File: src/hw/rtl/rgb_to_nv12_block_converter_macros.svh
// Assertion helpers shared by the converter RTL.
// Each macro samples on the rising edge of clk and is disabled while rst_n is low.
`ifndef RGB_TO_NV12_BLOCK_CONVERTER_MACROS_SVH
`define RGB_TO_NV12_BLOCK_CONVERTER_MACROS_SVH

// The condition must hold in the same cycle as the trigger.
`define R2NV_ASSERT_SAME(lbl, trig, cond) \
  lbl: assert property (@(posedge clk) disable iff (!rst_n) (trig) |-> (cond)) \
    else $error("converter check failed");

// The condition must hold in the cycle after the trigger.
`define R2NV_ASSERT_NEXT(lbl, trig, cond) \
  lbl: assert property (@(posedge clk) disable iff (!rst_n) (trig) |=> (cond)) \
    else $error("converter check failed");

`endif

File: src/hw/rtl/r2nv_pkg.sv
`default_nettype none
package r2nv_pkg;

  // Per-pixel result of one lane.
  typedef struct packed {
    logic [7:0] luma;
    logic [7:0] cb;
    logic [7:0] cr;
  } r2nv_lane_t;

  localparam int unsigned NumLanes = 4;

  // BT.601 studio-range coefficients.
  localparam logic [15:0] Y_R   = 16'd66;
  localparam logic [15:0] Y_G   = 16'd129;
  localparam logic [15:0] Y_B   = 16'd25;
  localparam logic [15:0] CB_R  = 16'd38;
  localparam logic [15:0] CB_G  = 16'd74;
  localparam logic [15:0] C_MAX = 16'd112;
  localparam logic [15:0] CR_G  = 16'd94;
  localparam logic [15:0] CR_B  = 16'd18;

  // Rounding term, and rounding plus the 128 offset pre-shifted by 8.
  localparam logic [15:0] ROUND      = 16'd128;
  localparam logic [15:0] ROUND_BIAS = 16'd32896;
  localparam logic [7:0]  LUMA_OFS   = 8'd16;
  localparam logic [9:0]  AVG_ROUND  = 10'd2;

  // Output ranges implied by the matrix.
  localparam logic [7:0] LUMA_MIN   = 8'd16;
  localparam logic [7:0] LUMA_MAX   = 8'd235;
  localparam logic [7:0] CHROMA_MIN = 8'd16;
  localparam logic [7:0] CHROMA_MAX = 8'd240;

endpackage
`default_nettype wire

File: src/hw/rtl/r2nv_lane.sv
`default_nettype none
module r2nv_lane import r2nv_pkg::*; (
  input  wire logic        clk,
  input  wire logic        en,
  input  wire logic [23:0] pix,
  output r2nv_lane_t       lane_q
);

  logic [15:0] r16, g16, b16;
  logic [15:0] y_sum, cb_pos, cb_neg, cb_sum, cr_pos, cr_neg, cr_sum;
  r2nv_lane_t  lane_r, lane_nxt;

  assign r16 = {8'd0, pix[7:0]};
  assign g16 = {8'd0, pix[15:8]};
  assign b16 = {8'd0, pix[23:16]};

  // All sums stay within 16 bits and the chroma differences stay positive
  // thanks to the 128*256 bias, so the shift by 8 is a plain byte select.
  always_comb begin
    y_sum  = r16 * Y_R + g16 * Y_G + b16 * Y_B + ROUND;
    cb_pos = b16 * C_MAX + ROUND_BIAS;
    cb_neg = r16 * CB_R + g16 * CB_G;
    cb_sum = cb_pos - cb_neg;
    cr_pos = r16 * C_MAX + ROUND_BIAS;
    cr_neg = g16 * CR_G + b16 * CR_B;
    cr_sum = cr_pos - cr_neg;
    lane_nxt.luma = y_sum[15:8] + LUMA_OFS;
    lane_nxt.cb   = cb_sum[15:8];
    lane_nxt.cr   = cr_sum[15:8];
  end

  always_ff @(posedge clk) begin
    if (en) begin
      lane_r <= lane_nxt;
    end
  end

  assign lane_q = lane_r;

endmodule
`default_nettype wire

File: src/hw/rtl/r2nv_merge.sv
`default_nettype none
module r2nv_merge import r2nv_pkg::*; (
  input  wire logic                      clk,
  input  wire logic                      en,
  input  wire r2nv_lane_t [NumLanes-1:0] lanes,
  output logic [7:0]                     luma_tl,
  output logic [7:0]                     luma_tr,
  output logic [7:0]                     luma_bl,
  output logic [7:0]                     luma_br,
  output logic [7:0]                     cb,
  output logic [7:0]                     cr
);

  logic [9:0] cb_sum, cr_sum;
  logic [7:0] luma_tl_r, luma_tr_r, luma_bl_r, luma_br_r, cb_r, cr_r;

  // Each per-pixel chroma lies in 16..240, so the rounded quarter of the
  // sum never leaves that range and needs no clamp.
  always_comb begin
    cb_sum = {2'd0, lanes[0].cb} + {2'd0, lanes[1].cb} + {2'd0, lanes[2].cb}
           + {2'd0, lanes[3].cb} + AVG_ROUND;
    cr_sum = {2'd0, lanes[0].cr} + {2'd0, lanes[1].cr} + {2'd0, lanes[2].cr}
           + {2'd0, lanes[3].cr} + AVG_ROUND;
  end

  always_ff @(posedge clk) begin
    if (en) begin
      luma_tl_r <= lanes[0].luma;
      luma_tr_r <= lanes[1].luma;
      luma_bl_r <= lanes[2].luma;
      luma_br_r <= lanes[3].luma;
      cb_r      <= cb_sum[9:2];
      cr_r      <= cr_sum[9:2];
    end
  end

  assign luma_tl = luma_tl_r;
  assign luma_tr = luma_tr_r;
  assign luma_bl = luma_bl_r;
  assign luma_br = luma_br_r;
  assign cb      = cb_r;
  assign cr      = cr_r;

endmodule
`default_nettype wire

File: src/hw/rtl/rgb_to_nv12_block_converter.sv
// RGB to NV12 2x2 block converter, BT.601 studio range.
// Input channel: in_valid/in_ready carry one item, a 2x2 block of RGB pixels
// (red in bits 7:0, green 15:8, blue 23:16) plus has_right and has_bottom.
// When has_right is low the left pixel of each row replaces the right one;
// when has_bottom is low the top row replaces the bottom row.
// Output channel: out_valid/out_ready carry one item per input item, four
// luma bytes and one averaged Cb/Cr pair.
// The pipeline has two register stages: an item accepted at a rising edge is
// converted by the four pixel lanes, which compute luma and chroma, and held in
// their registers; once the output register can load, the merge stage sums the
// chroma and loads the output register, which raises out_valid.
// Throughput is one item per cycle while out_ready stays high; each stage refills
// whenever the stage after it empties or is being drained in the same cycle.
// When the receiver stalls, the output register holds its item and the
// lane stage can still take one more item before in_ready drops.
// Reset (rst_n low, synchronous) empties both stages; any item held at that
// time is dropped, and no item is invented since nothing is held afterward.
`default_nettype none
`include "rgb_to_nv12_block_converter_macros.svh"
module rgb_to_nv12_block_converter import r2nv_pkg::*; (
  input  wire logic        clk,
  input  wire logic        rst_n,
  input  wire logic        in_valid,
  output logic             in_ready,
  input  wire logic [23:0] in_pixel_top_left,
  input  wire logic [23:0] in_pixel_top_right,
  input  wire logic [23:0] in_pixel_bottom_left,
  input  wire logic [23:0] in_pixel_bottom_right,
  input  wire logic        in_has_right,
  input  wire logic        in_has_bottom,
  output logic             out_valid,
  input  wire logic        out_ready,
  output logic [7:0]       out_luma_top_left,
  output logic [7:0]       out_luma_top_right,
  output logic [7:0]       out_luma_bottom_left,
  output logic [7:0]       out_luma_bottom_right,
  output logic [7:0]       out_chroma_blue,
  output logic [7:0]       out_chroma_red
);

  logic                      lane_en, merge_en;
  logic                      v1_r, v1_nxt;
  logic                      out_valid_r, out_valid_nxt;
  logic [23:0]               px_tr, px_bl, px_br, row_br;
  r2nv_lane_t [NumLanes-1:0] lanes;
  logic                      luma_ok, chroma_ok;

  // The output register may load when it is empty or being drained; the
  // lane stage may load when it is empty or moving into the output.
  assign merge_en = !out_valid_r || out_ready;
  assign lane_en  = !v1_r || merge_en;
  assign in_ready = lane_en;

  always_comb begin
    v1_nxt        = lane_en ? in_valid : v1_r;
    out_valid_nxt = merge_en ? v1_r : out_valid_r;
  end

  always_ff @(posedge clk) begin
    if (!rst_n) begin
      v1_r        <= 1'b0;
      out_valid_r <= 1'b0;
    end else begin
      v1_r        <= v1_nxt;
      out_valid_r <= out_valid_nxt;
    end
  end

  assign out_valid = out_valid_r;

  // Edge replication: right column first, then the bottom row copies the
  // top row as it stands after that.
  always_comb begin
    px_tr  = in_has_right ? in_pixel_top_right : in_pixel_top_left;
    row_br = in_has_right ? in_pixel_bottom_right : in_pixel_bottom_left;
    px_bl  = in_has_bottom ? in_pixel_bottom_left : in_pixel_top_left;
    px_br  = in_has_bottom ? row_br : px_tr;
  end

  r2nv_lane u_lane_tl (
    .clk    (clk),
    .en     (lane_en && in_valid),
    .pix    (in_pixel_top_left),
    .lane_q (lanes[0])
  );

  r2nv_lane u_lane_tr (
    .clk    (clk),
    .en     (lane_en && in_valid),
    .pix    (px_tr),
    .lane_q (lanes[1])
  );

  r2nv_lane u_lane_bl (
    .clk    (clk),
    .en     (lane_en && in_valid),
    .pix    (px_bl),
    .lane_q (lanes[2])
  );

  r2nv_lane u_lane_br (
    .clk    (clk),
    .en     (lane_en && in_valid),
    .pix    (px_br),
    .lane_q (lanes[3])
  );

  r2nv_merge u_merge (
    .clk     (clk),
    .en      (merge_en && v1_r),
    .lanes   (lanes),
    .luma_tl (out_luma_top_left),
    .luma_tr (out_luma_top_right),
    .luma_bl (out_luma_bottom_left),
    .luma_br (out_luma_bottom_right),
    .cb      (out_chroma_blue),
    .cr      (out_chroma_red)
  );

  // Range checks: the matrix confines luma and chroma to studio range.
  assign luma_ok =
      out_luma_top_left >= LUMA_MIN && out_luma_top_left <= LUMA_MAX &&
      out_luma_top_right >= LUMA_MIN && out_luma_top_right <= LUMA_MAX &&
      out_luma_bottom_left >= LUMA_MIN && out_luma_bottom_left <= LUMA_MAX &&
      out_luma_bottom_right >= LUMA_MIN && out_luma_bottom_right <= LUMA_MAX;
  assign chroma_ok =
      out_chroma_blue >= CHROMA_MIN && out_chroma_blue <= CHROMA_MAX &&
      out_chroma_red >= CHROMA_MIN && out_chroma_red <= CHROMA_MAX;

  `R2NV_ASSERT_NEXT(a_accept_fills_lanes, in_valid && in_ready, v1_r)
  `R2NV_ASSERT_NEXT(a_stall_keeps_lanes, v1_r && !merge_en, v1_r)
  `R2NV_ASSERT_NEXT(a_lanes_feed_output, v1_r && merge_en, out_valid_r)
  `R2NV_ASSERT_SAME(a_luma_range, out_valid_r, luma_ok)
  `R2NV_ASSERT_SAME(a_chroma_range, out_valid_r, chroma_ok)

endmodule
`default_nettype wire

File: config.mk
export PLATFORM = sky130hd
export DESIGN_NAME = rgb_to_nv12_block_converter
export DESIGN_NICKNAME = d
export VERILOG_FILES = /design/src/hw/rtl/r2nv_pkg.sv /design/src/hw/rtl/r2nv_lane.sv /design/src/hw/rtl/r2nv_merge.sv /design/src/hw/rtl/rgb_to_nv12_block_converter.sv
export VERILOG_INCLUDE_DIRS = /design/src /design/src/hw/rtl
export SDC_FILE = /design/constraint.sdc
export NUM_CORES = 2
export LEC_CHECK = 0
export BUFFER_PORTS_ARGS = -buffer_cell sky130_fd_sc_hd__buf_2
export CAP_MARGIN = 20
export CORE_MARGIN = 2
export CORE_UTILIZATION = 40
export CTS_CLUSTER_DIAMETER = 150
export DETAILED_ROUTE_END_ITERATION = 12
export PLACE_DENSITY_LB_ADDON = 0.25
export SYNTH_ARGS = -nofsm -noshare
export SYNTH_HDL_FRONTEND = slang
export SYNTH_SLANG_ARGS = --single-unit
File: constraint.sdc
create_clock -name clk -period 10 [get_ports clk]
set_input_delay 0.5 -clock clk [delete_from_list [all_inputs] [get_ports clk]]
set_output_delay 0.5 -clock clk [all_outputs]
set_load 0.01 [all_outputs]
# == Word level (Yosys, flattened, before mapping) ==
# Index checks and enable logic that the tools add are counted.
# totals
out_inout_bits,50
ff_bits,146
latchBits,0
mem_bits_ro,0
n_memories,0
ramBits,0
wordCells,114
inputBits,102
# op_classes
reduce_logical,6
multipliers,36
n_lt_le_gt_ge,0
n_eq_ne,0
bitwise_logic,0
addsub,48
n_div,0
n_mux,4
n_shift,0
# ops
operator,n
adder 16 bit,16
multiplier 8 x 6 -> 14 bit (second input constant),12
adder 16 bit (second input constant),8
subtractor 16 bit,8
multiplier 8 x 5 -> 13 bit (second input constant),8
two-way mux 24 bit,4
multiplier 8 x 3 -> 11 bit (second input constant),8
adder 16 x 8 -> 16 bit (second input constant),4
multiplier 8 x 8 -> 16 bit (second input constant),4
multiplier 8 x 4 -> 12 bit (second input constant),4
adder 10 x 8 -> 10 bit,4
adder 8 x 5 -> 8 bit (second input constant),4
adder 10 x 2 -> 10 bit (second input constant),2
adder 8 x 8 -> 9 bit,2
logical AND 1 bit,2
zero test 1 bit,2
logical OR 1 bit,2

# == Depth between registers and ports, before layout ==
# depth
word_depth,7
depth_mapped,33
mapped_depth_nobuf,29

# == By module ==
# From an unflattened synthesis, not the netlist that was laid out.
# unflattened
cells_unflattened,3687
hier_area_um2,36229.7
# by_module_without_submodules
mod,area_per_inst_um2,cells_per_inst,seq_area_each_um2,n_inst
r2nv_lane at u_lane_bl ...,8010.2,845,720.7,2
r2nv_lane at u_lane_tr,7971.4,826,720.7,1
r2nv_lane at u_lane_tl,7961.4,834,720.7,1
r2nv_merge,3022.9,246,1441.4,1
rgb_to_nv12_block_converter,1253.7,91,40.0,1

# == Worst setup path before layout ==
# OpenSTA, ideal clock, no wires.
# synth_timing
path_type,input -> register
start,input in_has_right
end,"register u_lane_br.lane_r, in the netlist u_lane_br.lane_q[23] (data pin)"
arrival_time_ns,7.559
path_slack_ns,2.182
path_buffers,4
setup_time_ns,0.260
stages,28
t_required_ns,9.740
path_cell_list,buf_2 -> clkbuf_1 -> clkbuf_1 -> clkbuf_1 -> mux2i_1 -> a21oi_1 -> ha_1 -> ha_1 -> fa_1 -> ha_1 -> a21oi_1 -> o21bai_1 -> a21oi_1 -> xnor2_1 -> fa_1 -> inv_1 -> fa_1 -> fa_1 -> inv_1 -> ha_1 -> nor3_1 -> nand3_1 -> a41oi_2 -> xor2_2 -> nor2_1 -> a21o_1 -> a221o_1 -> xnor2_1
# synth_rtl
item,line,source
from (decl),rgb_to_nv12_block_converter.sv:29,"input wire logic in_has_right,"
to (signal assigned),r2nv_lane.sv:34,lane_r <= lane_nxt;
to (decl),r2nv_lane.sv:11,"r2nv_lane_t lane_r, lane_nxt;"

==> out/summary.txt <==
Simple-gate share of the synthesized area -> 5.66%
DR DRC count -> 0
Die width -> 303 um
TritonCTS Sinks -> 146
YS warnings -> 0
Post-Synth XOR/XNOR Area -> 7.54%
CTS root buf -> clkbuf_16
Final Setup Violations -> 0
Status -> complete, no violations
Max Root-Sink Buffers -> 2
Least-Margin Pin Slew -> 1.15 ns
Fin cells -> 5113
CTS Hold Bufs -> 0
Share of flip-flops with an asynchronous set or reset -> 0%
Final WL -> 93600 um
Vias in the first global route -> 25.8k
Detailed-route via count -> 25.3k
CP Class -> in2reg
Critical-path maximum fanout -> 21
Clock Pin Slew Worst Setup and Hold Paths -> 0.08 ns
Post-synth EDFFs -> 144
Startpoint Class -> input pin
DRT iter0 DRCs -> 1211
Post-synth top area share -> 34.7%
Sequential area share after synthesis -> 12.2%
Post-Synth Adder-Cell Area -> 53.5%
Synth Net Count -> 5178
Largest net degree at the start of global routing -> 52
Antenna Cells -> 0
Placed Cells -> 5080
Share of cells above drive strength 1 -> 6.64%
Final Cell Area -> 0.0388 mm2
Max cap viols -> 0
Slew Viols, Final -> 0
Setup crit end kind -> flip-flop
Area Overhead vs Synth -> 8.45%
Leading area contributor after synthesis -> ha_1
Syn Inst Count -> 3749
Routed Antenna Nets -> 0
DR pass1 iterations -> 7
Clk_skew -> 0.0271 ns
Via-per-instance ratio -> 4.95
Fmax -> 0.131 GHz
Final HPWL DP -> 80200 um
Minimum clock period -> 7.63 ns
#FFs+latches synth -> 146
Slew headroom -> 21.0%
Met3 Resource Use GR -> 3.97%
Final period util -> 76.3%
Total GRT Usage -> 21.4%
Top cells by area, synth -> ha_1 35%, fa_1 19%, edfxtp_1 12%
GPL Wtd Cong -> 0.898
H-Tree Depth -> 4
CTS tree -> yes
Post-synth top flop -> edfxtp_1
Rows -> 109
Mux contribution to synthesized area -> 1.68%
Die ar. -> 0.0918 mm2
Netlist cell types -> 67
Initial antenna violation count -> 9
Die height -> 303 um
Hold Fails Final Rpt -> 0
Count leader, synth -> ha_1
RSZ-0062 raised after global routing -> false
Port Buffers -> 151
Largest family of logic cells by synthesized area -> adder cells
Final Net Count -> 5364
GRT Max-Usage Layer -> met2
IO Count -> 152
Post-DP Area -> 0.0382 mm2
Commonest cells in the netlist -> 991 x ha_1, 901 x inv_1, 336 x fa_1, 248 x xnor2_1, 206 x a21oi_1
Setup TNS -> 0 ns
Wire length per cell -> 18.3 um
Synth Area in Compound Gates -> 9.76%
GRT overflow -> 0
Hold WC Path Type -> in2reg
Met1 GRT Util -> 31.5%
Clock latency on the worst-skew pair -> 0.53 ns
Starting density of the core -> 40.4%
Postcts setup bufs -> 0
Mapped Area -> 0.0358 mm2
Critical Path AT -> 7.91 ns
CP required -> 10.28 ns
Post-CTS sizing -> 0
Syn_area_per_cell -> 9.54 um2
Placeable Area -> 0.0885 mm2
Grt met2 use -> 32.8%
First-pass GRT wire length -> 147000 um
CTS Buf Count -> 17
==> cell families (layout without fill, tap and decap cells) <==
| family | count (synthesis) | in the layout |
|---|---|---|
| AOI/OAI and AO/OA | 563 | 563 |
| xor gates and xnor gates | 307 | 307 |
| adders and majority gates | 1328 | 1328 |
| buffers and inverters | 918 | 1117 |
| DFF | 146 | 146 |
| muxes | 56 | 56 |
| and+or+nand+nor | 431 | 431 |
==> metrics by stage <==
step | setup slack (ns) | hold slack, ns | util, %
2_1_floorplan | 2.18 | 0.400 | -
3_3_place_gp | 2.00 | 0.402 | 43.1
3_5_place_dp | 1.83 | 0.405 | 43.1
4_1_cts | 2.38 | 0.174 | 43.8
5_1_grt | 1.93 | 0.198 | 43.8
6_report | 2.37 | 0.210 | 43.8
==> state kept, by name, summed over array words and instances (netlist names) <==
register,count
u_lane_tr.lane_q,24
v1_r,1
u_merge.luma_tl,8
u_lane_br.lane_q,24
u_merge.luma_bl,8
u_merge.luma_tr,8
out_valid,1
u_merge.cr,8
u_merge.luma_br,8
u_merge.cb,8
u_lane_tl.lane_q,24
u_lane_bl.lane_q,24
==> critical path, cell delays in order <==
cell and delay (ns):
buf_2 0.47, buf_4 0.42, o21ai_1 0.14, buf_4 0.20, o21ai_0 0.26, inv_1 0.28, ha_1 0.35, ha_1 0.31
fa_1 0.47, ha_1 0.35, a21oi_1 0.22, o21bai_1 0.10, a21oi_1 0.23, xnor2_1 0.11, fa_1 0.48, inv_1 0.05
fa_1 0.51, fa_1 0.55, inv_1 0.04, ha_1 0.22, nor3_1 0.19, nand3_1 0.14, a41oi_2 0.32, xor2_2 0.13
nor2_1 0.19, o21ai_0 0.13, a221o_1 0.38, xnor2_1 0.13
==> worst paths after layout <==
kind                                                     start                             end  slack (ns)  cells past startpoint
worst min-delay path                                     rst_n          out_valid$_SDFFE_PN0P_        0.21                      2
worst max-delay path                              in_has_right  u_lane_br.lane_q[23]$_DFFE_PP_        2.37                     28
worst min register to register  u_lane_tl.lane_q[16]$_DFFE_PP_    u_merge.luma_tl[0]$_DFFE_PP_        0.41                      0
worst max register to register   u_lane_tl.lane_q[0]$_DFFE_PP_         u_merge.cr[7]$_DFFE_PP_        6.21                     14
==> layout make-up <==
| type | instances | area, um2 |
|---|---|---|
| multi-input cells | 2685 | 28000 |
| clock buffers | 17 | 425 |
| repair buffers | 184 | 1010 |
| fillers | 8670 | 49700 |
| inverters | 901 | 3380 |
| well taps | 1165 | 1460 |
| clock inverters | 15 | 188 |
| flip-flops and latches | 146 | 4360 |
==> per-layer routing <==
| layer | share of wire [%] | vias up |
|---|---|---|
| li1 | - | 12709 |
| met1 | 50 | 12083 |
| met2 | 42 | 437 |
| met3 | 5.9 | 60 |
| met4 | 1.0 | 12 |
| met5 | 0.079 | - |
==> layout by cell type (no fill, tap or decap), types with 12 or more instances in the layout <==
master,Yosys,final
buf_4,0,34
mux2i_1,36,36
o21ai_0,103,96
xnor2_1,248,248
o21bai_1,88,88
nor2b_1,46,45
o21a_1,37,37
a21oi_1,206,205
buf_2,1,150
xor2_1,58,58
nand3_1,15,15
ha_1,991,991
inv_1,901,901
a21o_1,58,58
nor2_1,161,161
a21boi_0,16,16
nand2_1,99,99
nor3_1,44,44
and3_1,12,12
edfxtp_1,144,144
fa_1,336,336
nand2b_1,14,14
mux2_2,18,18
clkbuf_16,0,17
Power is not shown: default switching activity piles up to over one toggle a cycle in this logic, so the estimate is an artifact.
